[src/rtl/cts_pkg.sv]
// shared types, constants and character classifier for the calculator token scanner
`timescale 1ns / 1ps
`default_nettype none
package cts_pkg;

	// token buffer sizing
	localparam int TOKEN_CAPACITY = 32;
	localparam int TOKEN_DEPTH    = TOKEN_CAPACITY - 1;
	localparam int CNT_W          = $clog2(TOKEN_CAPACITY);
	localparam logic [CNT_W-1:0] TOKEN_LEN_LIMIT = CNT_W'(TOKEN_CAPACITY - 1);

	// scanner states, also the token type on results
	localparam logic [1:0] TK_DEFAULT  = 2'd0;
	localparam logic [1:0] TK_NUMBER   = 2'd1;
	localparam logic [1:0] TK_OPERATOR = 2'd2;
	localparam logic [1:0] TK_KEYWORD  = 2'd3;

	// result kind codes
	localparam logic KIND_TOKEN = 1'b0;
	localparam logic KIND_ERROR = 1'b1;

	// input action codes
	localparam logic ACT_CHAR = 1'b0;
	localparam logic ACT_EOL  = 1'b1;

	// configuration register indexes
	localparam logic CFG_MASK_LO = 1'b0;
	localparam logic CFG_MASK_HI = 1'b1;

	localparam logic [63:0] MASK_LO_RESET = 64'h0000_AF20_0000_0000;
	localparam logic [63:0] MASK_HI_RESET = 64'h0000_0000_4000_0000;

	typedef struct packed {
		logic ws;
		logic bad;
		logic dig;
		logic op;
		logic alp;
	} char_flags_t;

	// token buffer write port
	typedef struct packed {
		logic             en;
		logic [CNT_W-1:0] addr;
		logic [6:0]       data;
	} buf_wr_t;

	function automatic char_flags_t char_flags(input logic [6:0] c, input logic [63:0] lo,
		input logic [63:0] hi);
		char_flags_t f;
		logic        punct;
		punct = (c == 7'h21) || (c == 7'h40) || (c == 7'h24) || (c == 7'h23) ||
			(c == 7'h3f) || (c == 7'h3a) || (c == 7'h3b) || (c == 7'h5c) ||
			(c == 7'h27) || (c == 7'h22) || (c == 7'h60) || (c == 7'h5b) ||
			(c == 7'h5d) || (c == 7'h7b) || (c == 7'h7d);
		f.ws  = (c == 7'd32) || (c >= 7'd9 && c <= 7'd13);
		f.bad = (c < 7'd32) || (c == 7'd127) || punct;
		f.dig = (c >= 7'd48) && (c <= 7'd57);
		f.alp = (c >= 7'd65 && c <= 7'd90) || (c >= 7'd97 && c <= 7'd122);
		f.op  = c[6] ? hi[c[5:0]] : lo[c[5:0]];
		return f;
	endfunction

endpackage
`default_nettype wire

[src/rtl/cts_token_buf.sv]
// token character buffer with registered read
`timescale 1ns / 1ps
`default_nettype none
module cts_token_buf (
	input  wire                         clk,
	input  wire cts_pkg::buf_wr_t       wr,
	input  wire [cts_pkg::CNT_W-1:0]    rd_addr,
	output logic [6:0]                  rd_data
);

	logic [6:0] mem [cts_pkg::TOKEN_DEPTH];

	always_ff @(posedge clk) begin
		if (wr.en) begin
			mem[wr.addr] <= wr.data;
		end
		rd_data <= mem[rd_addr];
	end

endmodule
`default_nettype wire

[src/rtl/calculator_token_scanner.sv]
// top level of the calculator token scanner
//
// usage:
//   input channel (in_valid/in_ready, action, ch) takes one character or an
//   end-of-line mark per transaction; ch of zero also ends the line
//   output channel (out_valid/out_ready) gives result transactions: token
//   characters tagged with type, position and length, or one error result
//   config channel (cfg_valid/cfg_ready, cfg_index, cfg_data) writes the two
//   64-bit operator masks; it is always ready, write only while idle
// timing:
//   one item at a time; in_ready is high only while the sequencer idles
//   an item with no result or a single result passes through the decide
//   state only, which loads the single result into the output register
//   a token is sent one character at a time: each is read from the token
//   buffer in the read state and moved to the output register in the write
//   state; the single buffer read port and output register set this pace
// reset: arst_n clears the scanner state, token count, abort flag, output
//   valid and loads the default operator masks; no clearing pass is needed
// stall: a full output register that is not taken holds the sequencer in
//   place; nothing is dropped or repeated
`timescale 1ns / 1ps
`default_nettype none
module calculator_token_scanner (
	input  wire         clk,
	input  wire         arst_n,
	// input items
	input  wire         in_valid,
	output logic        in_ready,
	input  wire         action,
	input  wire  [6:0]  ch,
	// results
	output logic        out_valid,
	input  wire         out_ready,
	output logic        kind,
	output logic [1:0]  token_kind,
	output logic [4:0]  position,
	output logic [6:0]  token_char,
	output logic [4:0]  token_length,
	output logic        last,
	// configuration
	input  wire         cfg_valid,
	output logic        cfg_ready,
	input  wire         cfg_index,
	input  wire  [63:0] cfg_data
);

	// sequencer codes
	localparam logic [1:0] SQ_IDLE   = 2'd0;
	localparam logic [1:0] SQ_DECIDE = 2'd1;
	localparam logic [1:0] SQ_RD     = 2'd2;
	localparam logic [1:0] SQ_WR     = 2'd3;

	localparam int CW = cts_pkg::CNT_W;

	logic [1:0]    seq_q;
	logic [1:0]    scan_q;
	logic [CW-1:0] count_q;
	logic          abort_q;
	logic [63:0]   mask_lo_q;
	logic [63:0]   mask_hi_q;

	// latched item
	logic          act_q;
	logic [6:0]    ch_q;

	// pending work after a token run
	logic          acc_q;
	logic [1:0]    nscan_q;
	logic [CW-1:0] idx_q;

	cts_pkg::char_flags_t flags;
	cts_pkg::buf_wr_t     wr;
	logic [6:0]           rd_data;

	// decision for the latched item
	logic       eol;
	logic       d_err;
	logic       d_emit;
	logic       d_acc;
	logic [1:0] d_scan;

	logic       out_free;
	logic       run_last;

	// output load
	logic          ld;
	logic          ld_kind;
	logic [1:0]    ld_tk;
	logic [CW-1:0] ld_pos;
	logic [6:0]    ld_char;
	logic [CW-1:0] ld_len;
	logic          ld_last;

	assign in_ready  = (seq_q == SQ_IDLE);
	assign cfg_ready = 1'b1;
	assign out_free  = !out_valid || out_ready;
	assign run_last  = (idx_q + CW'(1)) == count_q;

	assign flags = cts_pkg::char_flags(ch_q, mask_lo_q, mask_hi_q);
	assign eol   = (act_q == cts_pkg::ACT_EOL) || (ch_q == 7'd0);

	// class logic, ordered as the scanner rules require
	always_comb begin
		d_err  = 1'b0;
		d_emit = 1'b0;
		d_acc  = 1'b0;
		d_scan = scan_q;
		priority if (eol) begin
			d_emit = !abort_q;
			d_scan = cts_pkg::TK_DEFAULT;
		end else if (abort_q || flags.ws) begin
			d_scan = scan_q;
		end else if (flags.bad) begin
			d_err = 1'b1;
		end else begin
			unique case (scan_q)
				cts_pkg::TK_DEFAULT: begin
					d_acc = flags.dig || flags.op || flags.alp;
					priority if (flags.dig) d_scan = cts_pkg::TK_NUMBER;
					else if (flags.op)      d_scan = cts_pkg::TK_OPERATOR;
					else if (flags.alp)     d_scan = cts_pkg::TK_KEYWORD;
					else                    d_scan = scan_q;
				end
				cts_pkg::TK_NUMBER: begin
					priority if (flags.dig) begin
						d_acc = 1'b1;
					end else if (flags.op) begin
						d_emit = 1'b1;
						d_acc  = 1'b1;
						d_scan = cts_pkg::TK_OPERATOR;
					end else if (flags.alp) begin
						d_emit = 1'b1;
						d_acc  = 1'b1;
						d_scan = cts_pkg::TK_KEYWORD;
					end else begin
						d_acc = 1'b0;
					end
				end
				cts_pkg::TK_OPERATOR: begin
					// any class closes an operator token
					d_emit = 1'b1;
					d_acc  = 1'b1;
					priority if (flags.dig) d_scan = cts_pkg::TK_NUMBER;
					else if (flags.op)      d_scan = cts_pkg::TK_OPERATOR;
					else if (flags.alp)     d_scan = cts_pkg::TK_KEYWORD;
					else                    d_scan = scan_q;
				end
				cts_pkg::TK_KEYWORD: begin
					priority if (flags.dig || flags.alp) begin
						d_acc = 1'b1;
					end else if (flags.op) begin
						d_emit = 1'b1;
						d_acc  = 1'b1;
						d_scan = cts_pkg::TK_OPERATOR;
					end else begin
						d_acc = 1'b0;
					end
				end
				default: d_scan = scan_q;
			endcase
		end
	end

	// output register loads and token buffer writes
	always_comb begin
		ld      = 1'b0;
		ld_kind = cts_pkg::KIND_TOKEN;
		ld_tk   = scan_q;
		ld_pos  = '0;
		ld_char = '0;
		ld_len  = '0;
		ld_last = 1'b1;
		wr.en   = 1'b0;
		wr.addr = '0;
		wr.data = ch_q;
		unique case (seq_q)
			SQ_DECIDE: begin
				priority if (d_err) begin
					// error result: offending character, nothing else
					ld      = out_free;
					ld_kind = cts_pkg::KIND_ERROR;
					ld_tk   = cts_pkg::TK_DEFAULT;
					ld_char = ch_q;
				end else if (d_emit && count_q == '0) begin
					// empty token, then the new character starts the buffer
					ld    = out_free;
					wr.en = out_free && d_acc;
				end else if (d_emit) begin
					ld = 1'b0;
				end else begin
					wr.en   = d_acc && (count_q < cts_pkg::TOKEN_LEN_LIMIT);
					wr.addr = count_q;
				end
			end
			SQ_WR: begin
				ld      = out_free;
				ld_pos  = idx_q;
				ld_char = rd_data;
				ld_len  = count_q;
				ld_last = run_last;
				wr.en   = out_free && run_last && acc_q;
			end
			default: ld = 1'b0;
		endcase
	end

	cts_token_buf u_buf (
		.clk     (clk),
		.wr      (wr),
		.rd_addr (idx_q),
		.rd_data (rd_data)
	);

	// sequencer and scanner state
	always_ff @(posedge clk or negedge arst_n) begin
		if (!arst_n) begin
			seq_q     <= SQ_IDLE;
			scan_q    <= cts_pkg::TK_DEFAULT;
			count_q   <= '0;
			abort_q   <= 1'b0;
			mask_lo_q <= cts_pkg::MASK_LO_RESET;
			mask_hi_q <= cts_pkg::MASK_HI_RESET;
		end else begin
			if (cfg_valid && cfg_ready) begin
				unique case (cfg_index)
					cts_pkg::CFG_MASK_LO: mask_lo_q <= cfg_data;
					cts_pkg::CFG_MASK_HI: mask_hi_q <= cfg_data;
					default:              mask_lo_q <= mask_lo_q;
				endcase
			end
			unique case (seq_q)
				SQ_IDLE: begin
					if (in_valid) begin
						seq_q <= SQ_DECIDE;
					end
				end
				SQ_DECIDE: begin
					priority if (d_err) begin
						if (out_free) begin
							count_q <= '0;
							scan_q  <= cts_pkg::TK_DEFAULT;
							abort_q <= 1'b1;
							seq_q   <= SQ_IDLE;
						end
					end else if (d_emit && count_q == '0) begin
						if (out_free) begin
							count_q <= d_acc ? CW'(1) : '0;
							scan_q  <= d_scan;
							seq_q   <= SQ_IDLE;
						end
					end else if (d_emit) begin
						seq_q <= SQ_RD;
					end else begin
						if (eol) begin
							// end of an aborted line: no result
							count_q <= '0;
							abort_q <= 1'b0;
						end else if (wr.en) begin
							count_q <= count_q + CW'(1);
						end
						scan_q <= d_scan;
						seq_q  <= SQ_IDLE;
					end
				end
				SQ_RD: begin
					seq_q <= SQ_WR;
				end
				SQ_WR: begin
					if (out_free) begin
						if (run_last) begin
							count_q <= acc_q ? CW'(1) : '0;
							scan_q  <= nscan_q;
							seq_q   <= SQ_IDLE;
						end else begin
							seq_q <= SQ_RD;
						end
					end
				end
				default: seq_q <= SQ_IDLE;
			endcase
		end
	end

	// item latch and run bookkeeping
	always_ff @(posedge clk) begin
		if (in_valid && in_ready) begin
			act_q <= action;
			ch_q  <= ch;
		end
		if (seq_q == SQ_DECIDE) begin
			acc_q   <= d_acc;
			nscan_q <= d_scan;
			idx_q   <= '0;
		end else if (seq_q == SQ_WR && out_free && !run_last) begin
			idx_q <= idx_q + CW'(1);
		end
	end

	// output register
	always_ff @(posedge clk or negedge arst_n) begin
		if (!arst_n) begin
			out_valid <= 1'b0;
		end else if (ld) begin
			out_valid <= 1'b1;
		end else if (out_ready) begin
			out_valid <= 1'b0;
		end
	end

	always_ff @(posedge clk) begin
		if (ld) begin
			kind         <= ld_kind;
			token_kind   <= ld_tk;
			position     <= ld_pos;
			token_char   <= ld_char;
			token_length <= ld_len;
			last         <= ld_last;
		end
	end

endmodule
`default_nettype wire

[config.mk]
export PLATFORM = sky130hd
export DESIGN_NAME = calculator_token_scanner
export DESIGN_NICKNAME = d
export VERILOG_FILES = /design/src/rtl/cts_pkg.sv /design/src/rtl/cts_token_buf.sv /design/src/rtl/calculator_token_scanner.sv
export SDC_FILE = /design/constraint.sdc
export NUM_CORES = 1
export LEC_CHECK = 0
export ABC_AREA = 1
export BUFFER_PORTS_ARGS = -buffer_cell sky130_fd_sc_hd__buf_4
export CAP_MARGIN = 20
export CORE_MARGIN = 2
export CORE_UTILIZATION = 45
export DETAILED_ROUTE_END_ITERATION = 8
export GPL_ROUTABILITY_DRIVEN = 0
export HOLD_SLACK_MARGIN = 0.03
export PLACE_DENSITY = 0.63
export SETUP_SLACK_MARGIN = 0.1
export SYNTH_ARGS = -nofsm -noshare
export SYNTH_HDL_FRONTEND = slang
export SYNTH_SLANG_ARGS = --single-unit
[constraint.sdc]
create_clock -name clk -period 4.24 [get_ports clk]
set_clock_uncertainty 0.05 [all_clocks]
set_input_delay 0.424 -clock clk [delete_from_list [all_inputs] [get_ports clk]]
set_output_delay 0.424 -clock clk [all_outputs]
set_load 0.03 [all_outputs]
==> flow_summary_export.csv, run 1 <==
group,metric,value,unit
outcome,outcome,"finished clean",
floorplanning,start_util,0.454,
final_layout,diodes,0,
clock_network,clkLatencyLatePin,0.56,ns
sta,finalHoldViolCount,0,
synth,synth.area.top_cells,"edfxtp_1 (43%), dfrtp_1 (19%), nand2_1 (11%)",
sta,setup_ws,0.415,ns
synth,yosys_warnings,0,
min_path,hp-class,"in2reg",
detailed_routing,drt-wirelength-per-cell,18.1,um
sta,fin_crit_sh,0.902,
sta,hold_ws,0.0644,ns
worst_setup_path,critPathRequiredTime,4.38,ns
synth,synth_cells,1799,
final_layout,final_layout_size_suffix_gt1_frac,0.136,
pwr,p_sw,4.07,mW
global_routing,grt_max_degree,115,
clock_network,clkTransAtPathRegs,0.06,ns
final_layout,final_common_cell,"nand2_1",
pwr,ir_worst_vdd,0.000252,V
clock_network,tritoncts.num_buffers,42,
pwr,p_int,7.79,mW
synth,syn_nets,1880,
synth,synth_area,0.0175,mm^2
worst_setup_path,path_class,"reg2reg",
detailed_routing,ant_nets,0,
synth,ys_seq_elements,400,
final_layout,area_growth,16.6,%
pwr,clkPwrFrac,0.305,
synth,synth_top_area_share,0.428,
floorplanning,std_cell_rows,72,
final_layout,final_cell_area,0.0204,mm^2
detailed_routing,drc,0,
clock_network,h-tree-depth,2,
floorplanning,dieHeight,201,um
clock_network,clock_sinks,400,
synth,yosysTopAreaCell,"edfxtp_1",
detailed_routing,routed_via_density,5.34,
job,drv_cap,0,
floorplanning,dieWidth,201,um
worst_setup_path,start_kind,"flop",
detailed_routing,wl,44500,um
clock_network,clock-root-buffer,"clkbuf_16",
worst_setup_path,end_kind,"flop",
global_routing,grt_pass1_vias,12700,
placement,dp_slack,0.436,ns
synth,yosysSeqAreaShare,0.642,
floorplanning,io-pin-count,102,
placement,place_area,0.0189,mm^2
global_routing,grt_pass1_wl,70600,um
sta,grt_setup_unrepaired,"true",
synth,synth-async-reset-ratio,0.348,
sta,max_slew.worst_pin.slew,0.938,ns
clock_network,cts_buffer_depth,3,
synth,synth.avg_cell_area,9.71,um^2
sta,fin_crit,3.82,ns
sta,maxSlewViolCount,0,
worst_setup_path,critPathArrivalTime,3.96,ns
synth,synthFlopType,"edfxtp_1",
placement,io_buffers,100,
global_routing,gr-total-overflow,0,
sta,setup_viol,0,
pwr,p_per_area,582,mW/mm^2
sta,max_freq,0.261,GHz
floorplanning,core-area,0.0385,mm^2
final_layout,final_util,0.530,
final_layout,layout.nets,1990,
synth,yosys.cell_types.count,47,
pwr,netSwitchingFraction,0.343,
pwr,pwr-share-comb,0.282,
sta,slew-limit-headroom,0.374,
placement,hpwlAfterDp,29000,um
global_routing,grt_use_total,0.222,
detailed_routing,drt_first_pass_iters,6,
pwr,power.leakage,8.51,nW
clock_network,cts_tree,"done",
pwr,p_seq_frac,0.413,
final_layout,layout_common_cells,"nand2_1 (526), o21ai_0 (254), edfxtp_1 (249), nor2_1 (186), buf_4 (153)",
detailed_routing,vias,13100,
synth,synth-edff-count,249,
floorplanning,die_area,0.0404,mm^2
detailed_routing,drtIter0Drc,1171,
sta,fin_tns_setup,0,ns
worst_setup_path,worstPathMaxFanout,12,
global_routing,antenna_found_initial,0,
## final timing paths
| path | from | end | slack (ns) | cells after the start |
|---|---|---|---|---|
| max | ch_q[0] | u_buf.mem[25][3] | 0.42 | 19 |
| max in group asynchronous | arst_n | mask_lo_q[38] | 2.80 | 4 |
| max reg2reg | ch_q[0] | u_buf.mem[25][3] | 0.42 | 19 |
| min in group asynchronous | arst_n | mask_lo_q[31] | 0.30 | 2 |
| min reg2reg | mask_hi_q[37] | mask_hi_q[37] | 0.43 | 2 |
| min | cfg_data[47] | mask_lo_q[47] | 0.06 | 3 |
## worst max-delay path, cell delays in order, from the launching register on
cell,delay (ns)
edfxtp_1,0.48
nand2_1,0.16
inv_1,0.26
nand2_1,0.13
nand4_1,0.14
nand2_1,0.08
nand2_1,0.07
o21ai_1,0.26
nand3_2,0.13
nand2_2,0.10
nand2_1,0.07
nand3_1,0.08
nand2_1,0.08
nand2_2,0.09
nand2_4,0.10
inv_1,0.12
nand3_1,0.18
nor2_1,0.18
nand2_1,0.19
nor2_1,0.50
## timing repair
action,in CTS,in global routing
resized for setup,0,3
endpoints found under the setup margin,0,49
setup buffers,0,0
endpoints found under the hold margin,67,0
hold buffers,9,0
## cells by family (layout without fill, tap and decap cells)
group	after synthesis	count (layout)	share of synthesized area
AO/OA/AOI/OAI	364	364	0.115
XOR/XNOR	10	10	0.00501
flip-flops	400	400	0.642
other	1	1	0.000215
AND/OR/NAND/NOR	801	801	0.185
buffers and inverters	220	363	0.0512
adder cells (fa/ha/maj)	3	3	0.00215
## metrics by stage
step / power (mW) / instances
after CTS: 11.9 / 2459
after global routing: 12.5 / 2460
final: 11.9 / 2460
after global placement: 8.23 / 2373
after detailed placement: 8.28 / 2373
after floorplan: 7.14 / 1799
## power groups by stage
stage / Clock, mW / Combinational (mW) / Sequential, mW
final: 3.62 / 3.34 / 4.90
after global routing: 3.82 / 3.69 / 4.94
after CTS: 3.66 / 3.33 / 4.90
after detailed placement: 0 / 3.30 / 4.97
after global placement: 0 / 3.26 / 4.97
after floorplan: 0 / 2.01 / 5.13
## cell usage after synthesis (2+ instances only)
cell type / number
nand4_1: 15
buf_6: 5
o221ai_1: 18
clkbuf_1: 76
xor2_1: 7
dfxtp_1: 12
dfstp_2: 8
o211ai_1: 7
edfxtp_1: 249
nand3_2: 5
nor3_2: 3
ha_1: 3
inv_1: 115
o22ai_1: 19
nor3_1: 3
o21ai_0: 254
nand3_4: 2
nor2_2: 4
a21oi_1: 41
buf_2: 10
xnor2_1: 3
buf_4: 5
a221oi_1: 2
nand2_4: 2
nand2_2: 5
a31oi_1: 6
dfrtp_1: 131
a211oi_1: 6
nand2_1: 528
a32o_1: 5
and3_1: 2
buf_1: 4
inv_2: 4
nor2_1: 190
nand3_1: 38
## registers in the layout (all words and copies together) (netlist names), 2 cells and up
| signal | flops |
|---|---|
| count_q | 5 |
| token_char | 7 |
| u_buf.rd_data | 7 |
| mask_hi_q | 64 |
| seq_q | 2 |
| token_kind | 2 |
| nscan_q | 2 |
| scan_q | 2 |
| mask_lo_q | 64 |
| ch_q | 7 |
| u_buf.mem | 217 |
| token_length | 5 |
| position | 5 |
| idx_q | 5 |
## per-layer routing
| layer | track usage | wire length, um | share of wire |
|---|---|---|---|
| met5 | 0 | 0 | 0 |
| met4 | 0.0635 | 808 | 0.018 |
| met3 | 0.0346 | 3120 | 0.070 |
| met2 | 0.349 | 20500 | 0.46 |
| met1 | 0.319 | 20000 | 0.45 |
## layout make-up
type                            count  area [um^2]
Fill cell                        3453        18100
Sequential cell                   400        11200
Multi-Input combinational cell   1179         5390
Timing Repair Buffer              166         1320
Clock buffer                       61         1220
Tap cell                          518          648
Inverter                          120          450
Clock inverter                     16          133
Note: power is estimated with default switching activity, not from simulation.
==> run 2, diff against run 1 <==
- PLACE_DENSITY: 0.63 -> 0.71
==> run 2 against run 1 <==
Net effect: worst setup slack lost 0.028 ns; via count grew 0.93%; sequential share of layout area shrank 0.16 points; critical endpoint is now u_buf.mem[27][4]; critical path type unchanged.
==> flow_summary_export.csv, run 2 (synthesis gave the netlist of run 1 again) <==
group,metric,value,unit
outcome,outcome,"finished clean",
placement,placedCellCount,2374,
worst_setup_path,path_class,"reg2reg",
clock_network,clkTransAtPathRegs,0.06,ns
global_routing,grt_pass1_vias,12900,
final_layout,area_growth,17.0,%
final_layout,fin_cells,2462,
floorplanning,io-pin-count,102,
pwr,power.leakage,8.55,nW
floorplanning,dieWidth,201,um
detailed_routing,vias,13300,
clock_network,h-tree-depth,2,
pwr,ir_worst_vdd,0.000300,V
worst_setup_path,worstPathMaxFanout,28,
sta,setup_viol,0,
detailed_routing,drt-wirelength-per-cell,17.7,um
job,drv_cap,0,
clock_network,clock_sinks,400,
clock_network,cts_buffer_depth,3,
final_layout,layout_common_cells,"nand2_1 (526), o21ai_0 (254), edfxtp_1 (249), nor2_1 (188), buf_4 (156)",
floorplanning,start_util,0.454,
global_routing,grt_use_total,0.217,
global_routing,grt_max_degree,129,
floorplanning,dieHeight,201,um
floorplanning,std_cell_rows,72,
detailed_routing,wl,43500,um
floorplanning,die_area,0.0404,mm^2
final_layout,seq_area,0.0112,mm^2
final_layout,layout.nets,1992,
final_layout,reg_top3,"u_buf.mem: 217 flops, mask_hi_q: 64 flops, mask_lo_q: 64 flops",
detailed_routing,ant_nets,0,
final_layout,diodes,0,
clock_network,clkLatencyLatePin,0.57,ns
worst_setup_path,critPathRequiredTime,4.37,ns
global_routing,gr-total-overflow,0,
clock_network,clock-root-buffer,"clkbuf_16",
global_routing,grt_pass1_wl,69500,um
sta,grt_setup_unrepaired,"true",
pwr,p_per_area,592,mW/mm^2
global_routing,antenna_found_initial,0,
sta,maxSlewViolCount,0,
sta,slew-limit-headroom,0.275,
sta,fin_crit,3.85,ns
final_layout,fill_cells,3389,
placement,io_buffers,100,
final_layout,multi_input_area,0.00539,mm^2
detailed_routing,drt_first_pass_iters,7,
sta,max_slew.worst_pin.slew,1.09,ns
min_path,hp-class,"in2reg",
clock_network,cts_setup_buffers,0,
placement,hpwlAfterDp,28500,um
final_layout,final_common_cell,"nand2_1",
worst_setup_path,end_kind,"flop",
worst_setup_path,start_kind,"flop",
sta,max_freq,0.260,GHz
detailed_routing,drtIter0Drc,1197,
floorplanning,core-area,0.0385,mm^2
final_layout,max_flop_register,"u_buf.mem",
clock_network,tritoncts.num_buffers,42,
final_layout,largest_register_ffs,217,
sta,fin_crit_sh,0.909,
clock_network,cts_tree,"done",
detailed_routing,routed_via_density,5.38,
sta,finalHoldViolCount,0,
sta,fin_tns_setup,0,ns
worst_setup_path,critPathArrivalTime,3.99,ns
detailed_routing,drc,0,
final_layout,final_layout_size_suffix_gt1_frac,0.136,
-- run 2: cell types whose count changed in the layout (fill, tap and decap cells not counted) --
cell | previous run | this run
buf_12 | 2 | 1
buf_4 | 153 | 156
nor2_1 | 186 | 188
clkinv_1 | 3 | 4
buf_16 | 1 | 0
dlygate4sd3_1 | 9 | 10
bufinv_16 | 2 | 7
nor2_2 | 8 | 6
clkbuf_8 | 6 | 3
clkbuf_16 | 44 | 43
clkbuf_1 | 11 | 9
-- run 2: final timing paths --
path | start | to | slack (ns) | cells past startpoint
min in group asynchronous | arst_n | mask_hi_q[38] | 0.46 | 2
worst max-delay path | ch_q[0] | u_buf.mem[27][4] | 0.39 | 24
max in group asynchronous | arst_n | mask_lo_q[10] | 2.63 | 3
worst min-delay path | cfg_data[45] | mask_lo_q[45] | 0.06 | 3
worst min register to register | mask_lo_q[29] | mask_lo_q[29] | 0.43 | 2
worst max register to register | ch_q[0] | u_buf.mem[27][4] | 0.39 | 24
-- run 2: what timing repair did --
item,in CTS,in global routing
hold endpoints to repair,102,0
setup endpoints to repair,0,14
gates resized for setup,0,1
hold buffers,10,0
-- run 2: report_power, final --
part / switching, mW / leakage (nW) / internal [mW]
clock network: 1.49 / 0.707 / 2.34
logic: 2.35 / 3.77 / 0.986
registers: 0.255 / 4.07 / 4.68
total: 4.10 / 8.55 / 8.00
-- run 2: stage by stage --
| stage | util | total power [mW] | area (um^2) | setup slack (ns) | hold slack [ns] |
|---|---|---|---|---|---|
| finish | 0.531 | 12.1 | 20400 | 0.388 | 0.0618 |
| global route | 0.531 | 12.7 | 20400 | 0.0941 | 0.0541 |
| CTS | 0.531 | 12.1 | 20400 | 0.447 | 0.0378 |
| detailed placement | 0.491 | 8.29 | 18900 | 0.458 | 0.423 |
| global placement | 0.491 | 8.22 | 18900 | 0.558 | 0.417 |
| floorplan | - | 7.14 | 17500 | 0.460 | 0.0784 |
-- run 2: layout make-up --
type,count,area share
tap,518,0.0317
clock inverter,22,0.0140
inverter,120,0.0220
multi-input combinational,1179,0.264
clock buffer,55,0.0563
timing repair buffer,168,0.0637
sequential,400,0.549
-- run 2: per-layer routing --
| layer | track usage | vias up | share of wire |
|---|---|---|---|
| li1 | - | 6272 | - |
| met1 | 0.303 | 6333 | 0.43 |
| met2 | 0.337 | 552 | 0.45 |
| met3 | 0.0464 | 97 | 0.083 |
| met4 | 0.0775 | 0 | 0.032 |
| met5 | 0 | - | 0 |
-- run 2: critical path, stage by stage, from the launching register on --
cell      delay, ns
edfxtp_1       0.51
inv_2          0.12
buf_4          0.29
nand2_1        0.09
nand2_1        0.10
nand2_1        0.08
nand2_1        0.07
nand2_1        0.05
nand2_1        0.05
nor2_1         0.05
nor2_1         0.08
nor2_1         0.07
nand3_2        0.09
nand2_2        0.07
nand2_1        0.08
nand3_1        0.07
nand2_1        0.10
nand2_2        0.09
nand2_4        0.13
nand2_2        0.11
nand2_1        0.09
nand3_2        0.10
nand2_4        0.17
nand3_2        0.18
nor2_1         0.57
